### src/hw/rtl/sge_pkg.sv
package sge_pkg;

   localparam int DATA_W = 16;
   localparam int INDEX_W = 10;
   localparam int ELEM_W = 6;
   localparam int RATE_W = 16;
   localparam int VLEN_W = 7;
   localparam int GRAD_W = 24;
   localparam int SIG_W = 17;
   localparam int ERR_W = 18;
   localparam int MUL_A_W = 36;
   localparam int MUL_B_W = 18;
   localparam int MUL_P_W = MUL_A_W + MUL_B_W;

   localparam logic [1:0] ACT_TRAIN = 2'd0;
   localparam logic [1:0] ACT_WR_CENTER = 2'd1;
   localparam logic [1:0] ACT_WR_CONTEXT = 2'd2;
   localparam logic [1:0] ACT_RD_CENTER = 2'd3;

   localparam logic REG_LEARNING_RATE = 1'b0;
   localparam logic REG_VECTOR_LENGTH = 1'b1;

   typedef struct packed {
      logic signed [MUL_A_W-1:0] a;
      logic signed [MUL_B_W-1:0] b;
   } mul_req_type;

endpackage

### src/hw/rtl/sge_mul.sv
module sge_mul (
   input  logic                                 clock,
   input  sge_pkg::mul_req_type                 req,
   output logic signed [sge_pkg::MUL_P_W-1:0]   product
);

   logic signed [sge_pkg::MUL_P_W-1:0] product_ff;

   always_ff @(posedge clock) begin
      product_ff <= sge_pkg::MUL_P_W'(req.a) * sge_pkg::MUL_P_W'(req.b);
   end

   assign product = product_ff;

endmodule

### config.mk
export PLATFORM = sky130hd
export DESIGN_NAME = sge_mul
export DESIGN_NICKNAME = d
export VERILOG_FILES = /design/src/hw/rtl/sge_pkg.sv /design/src/hw/rtl/sge_mul.sv
export SDC_FILE = /design/constraint.sdc
export NUM_CORES = 2
export LEC_CHECK = 0
export ABC_AREA = 0
export BUFFER_PORTS_ARGS = -buffer_cell sky130_fd_sc_hd__buf_4
export CAP_MARGIN = 40
export CORE_ASPECT_RATIO = 0.6
export CORE_MARGIN = 3
export CORE_UTILIZATION = 50
export CTS_CLUSTER_SIZE = 28
export DETAILED_ROUTE_END_ITERATION = 10
export GPL_TIMING_DRIVEN = 1
export PLACE_DENSITY = 0.67
export REMOVE_ABC_BUFFERS = 1
export SLEW_MARGIN = 20
export SYNTH_ARGS = -nofsm -noshare
export SYNTH_HDL_FRONTEND = slang
export SYNTH_SLANG_ARGS = --single-unit
export TNS_END_PERCENT = 10
### constraint.sdc
create_clock -name clock -period 8.1 [get_ports clock]
set_clock_uncertainty 0.1 [all_clocks]
set_input_delay 0.81 -clock clock [delete_from_list [all_inputs] [get_ports clock]]
set_output_delay 0.81 -clock clock [all_outputs]
set_load 0.1 [all_outputs]
# Yosys cells after proc, flatten, opt, wreduce, memory -nomap -nowiden

Index checks and enable logic that the tools add are counted.

Output and inout port bits: 54
Bits of input ports: 55
Logic and storage cells: 2
Bits in registers: 54

Multipliers: 1

Operators by type and width:

| cell                         | number |
|---|---|
| multiplier 36 x 18 -> 54 bit | 1 |

# Logic depth before layout (Yosys ltp)

Depth after elaboration: 1
Gate-level depth with buffers: 25
Depth with buffers taken out: 23

# Worst setup path before layout

No wires, ideal clock.

Path kind: input port to flip-flop
Start point: in req[0] (netlist bit)
End point: reg product_ff (netlist bit product[50])
Slack: 1.405 ns
Setup time: 0.087 ns
Stages on the path: 21
Arrival time: 6.508 ns
Buffers on the path: 2
Cells stage by stage: clkbuf_1 > clkbuf_1 > and2_1 > fa_1 > fa_1 > ha_1 > inv_1 > fa_1 > inv_1 > fa_1 > inv_1 > fa_1 > inv_1 > ha_1 > a21o_1 > a21o_1 > a21o_1 > a21oi_1 > o21ai_2 > mux2_2 > nor4b_4

Word-level cells in the longest chain between the ends: 1

Ends and longest elaborated chain:

| element                      | RTL line      | source |
|---|---|---|
| start: declaration           | sge_mul.sv:3  | `input sge_pkg::mul_req_type req,` |
| multiplier 36 x 18 -> 54 bit | sge_mul.sv:10 | `product_ff <= sge_pkg::MUL_P_W'(req.a) * sge_pkg::MUL_P_W'(req.b);` |
| end signal: assignment       | sge_mul.sv:10 |  |
| end: declaration             | sge_mul.sv:7  | `logic signed [sge_pkg::MUL_P_W-1:0] product_ff;` |

Every way passes these cells.

# Worst setup path after layout

Start point: in req[10] (netlist bit)
End point: reg product_ff (netlist bit product[44])

The elaborated chain is that of the path after synthesis.

==> results by group <==
Route
  – Detailed Route WL: ~70,000 µm
  – Count of unresolved DRC violations after routing: 0
  – Count of TritonRoute iterations in the first routing pass: 5
  – Avg Vias per Cell: around 5.4
  – Total via count in the routed design: about 17,000
  – Number of DRC markers in iteration 0: roughly 1,700
  – Routed length per instance: about 22 µm
  – Detail Route Antenna Nets: 0

Die
  – Vertical die dimension: between 150 and 200 µm
  – Horizontal die dimension: 285 µm
  – Floorplan core area: ~45,000 µm²
  – Die Area: just under 50,000 µm²
  – Number of rows in the core area: 60
  – Top-Level Pins: 109
  – Effective utilization at floorplan: 0.514

Final layout
  – Flip-flop count of the largest register after layout: 54
  – Sequential cell area: between 1000 and 1500 µm²
  – Utilization after layout: 0.543
  – Syn-to-layout area delta: 5.70%
  – Final cell area excluding filler cells: roughly 25,000 µm²
  – Commonest non-fill, non-tap cell in the layout: sky130_fd_sc_hd__inv_1
  – Area used by multi-input combinational logic: 19,200 µm²
  – FILL cells: 4,196
  – Most used cells in the layout excluding fill and tap cells: sky130_fd_sc_hd__inv_1, sky130_fd_sc_hd__fa_1, sky130_fd_sc_hd__nand2_1
  – Final-stage net count: around 3,400
  – Ratio of cells with drive above 1 in the final layout: 0.0524

Worst setup path
  – Crit path buf inv count: 4
  – Largest fanout on the critical path: 37
  – Maximum single-stage delay on the critical path: just over 0.6 ns
  – Worst path most repeated cell: sky130_fd_sc_hd__fa_1
  – CP Depth: 20
  – Chain of cells forming the critical path: buf_4, nand2_1, fa_1, inv_1, fa_1, fa_1, fa_1, fa_1, inv_1, fa_1, inv_1, ha_1, and3_1, and4_1, nand3_1, a211o_1, a21oi_1, o21ai_0, o21ai_0, xor2_1
  – Crit path launch type: primary input
  – Category of the most critical setup path: in2reg
  – Required time of the critical path: ~8.3 ns
  – Cell type of the slowest stage on the worst timing path: sky130_fd_sc_hd__fa_1
  – Arrival time at the worst endpoint: 7.40 ns
  – Largest delay share family, worst path: adder cells
  – Kind of end point of the critical path: register

Global routing
  – Global-route congestion overflow total: 0
  – Via count of the first global-routing pass: between 15,000 and 20,000
  – First-pass GRT wire length: approximately 110,000 µm
  – Antenna violations before repair: 1
  – GR Util All Layers: 0.293
  – Largest net degree at the start of global routing: 37

Job
  – Number of max-capacitance violations reported: 0

STA
  – Setup repair after global routing missed its margin: no
  – Sum of negative setup slack: 0 ns
  – Hold violation count in the final report: 0
  – Slew at the pin closest to its max-slew limit: roughly 0.81 ns
  – Time the worst path needs with I/O delays and setup: 7.25 ns
  – Peak clock frequency supported by timing: approximately 140 MHz
  – Count of endpoints failing setup in the final report: 0
  – Final-report max-slew violation count: 0
  – Post-route fraction of the period consumed by the critical path: 0.895
  – Slew Limit Headroom: 0.457

Synthesis
  – Post-synth EDFFs: 0
  – Mean area per synthesized cell: 8.99 µm²
  – Netlist cell types: between 50 and 60
  – Prevailing post-synth register cell: sky130_fd_sc_hd__dfxtp_1
  – Sequential-to-total area share from yosys stat: 0.0463
  – Number of warning messages in the yosys log: 0
  – Share of flip-flops with an asynchronous set or reset: 0
  – Flip-flop and latch count after synthesis: 54
  – Post-synthesis cell count: between 2,000 and 3,000
  – Netlist area before placement: about 23,000 µm²

Placement
  – Cell area after placement: roughly 25,000 µm²
  – Number of port buffers: roughly 110
  – Final Wtd Congestion: about 0.95
  – Placed wire-length estimate: 56,000 µm

Clock tree
  – Number of gates given a new drive strength after cts: 0
  – Number of buffers created by CTS: 5
  – H-Tree Level Count: 2
  – Number of setup buffers added after CTS: 0
  – Clock slew at reported path FFs: roughly 0.10 ns
  – Cell chosen for the clock root: sky130_fd_sc_hd__clkbuf_16
  – Clock tree from TritonCTS: built
  – Count of clock tree sinks: between 50 and 60
  – CTS Hold Bufs: 0
  – Max Buffers Root-to-Sink: 2

Hold path
  – Class of the worst hold path: in2reg
  – Hold path depth: 2

Run status
  – Status: completed
-- path summary, 6_finish.rpt --
check / endpoint / startpoint / slack [ns]
worst min-delay path: product[0] / req[18] / 0.80
worst max-delay path: product[44] / req[10] / 0.85
-- cell type report --
class                   instances  area share
diodes                          1    0.000101
clock buffers                   5     0.00506
clock inverters                 3     0.00198
inverters                     693       0.105
multi-input cells            1725       0.777
flip-flops and latches         54      0.0438
well taps                     620      0.0314
repair buffers                113      0.0351
-- cells by family after synthesis --
| kind of cell | count (synthesis) | share of synthesized area |
|---|---|---|
| AOI/OAI and AO/OA | 154 | 0.0444 |
| DFF | 54 | 0.0463 |
| muxes | 1 | 0.000482 |
| xor gates and xnor gates | 51 | 0.0191 |
| adders and majority gates | 746 | 0.598 |
| and+or+nand+nor | 773 | 0.160 |
| buffers and inverters | 822 | 0.132 |
-- stage by stage --
step / hold slack, ns / cells / setup slack (ns)
5_1_grt: 0.813 / 3213 / 0.669
3_5_place_dp: 1.16 / 3204 / 0.581
6_report: 0.798 / 3214 / 0.853
3_3_place_gp: 1.15 / 3204 / 0.666
2_1_floorplan: 0.832 / 2472 / 1.63
4_1_cts: 0.796 / 3212 / 0.879
-- metal layers --
metal | share of wire | up-vias | wire, µm | GRT usage
li1 | - | 7388 | - | -
met1 | 0.44 | 8772 | 30900 | 0.433
met2 | 0.37 | 1044 | 25600 | 0.372
met3 | 0.18 | 57 | 12700 | 0.172
met4 | 0.012 | 4 | 810 | 0.0400
met5 | 0.0016 | - | 109 | 0.0144
-- Yosys cell counts, drive strengths merged, types with 6 or more instances --
cell type,instances,area share
a211oi,13,0.0046
a21o,26,0.0084
a21oi,44,0.0096
and2,258,0.069
clkbuf,126,0.020
dfxtp,54,0.046
fa,617,0.53
ha,129,0.069
inv,693,0.11
nand2,386,0.062
nand2b,12,0.0032
nand3,13,0.0028
nand4,10,0.0027
nor2,61,0.0098
nor2b,8,0.0021
nor3,6,0.0013
o21ai,27,0.0061
o21bai,7,0.0022
xnor2,40,0.015
xor2,11,0.0041
Power is left out: the tool's default activity adds up to more than one toggle a clock period on the data nets, which glitch-free logic cannot reach.
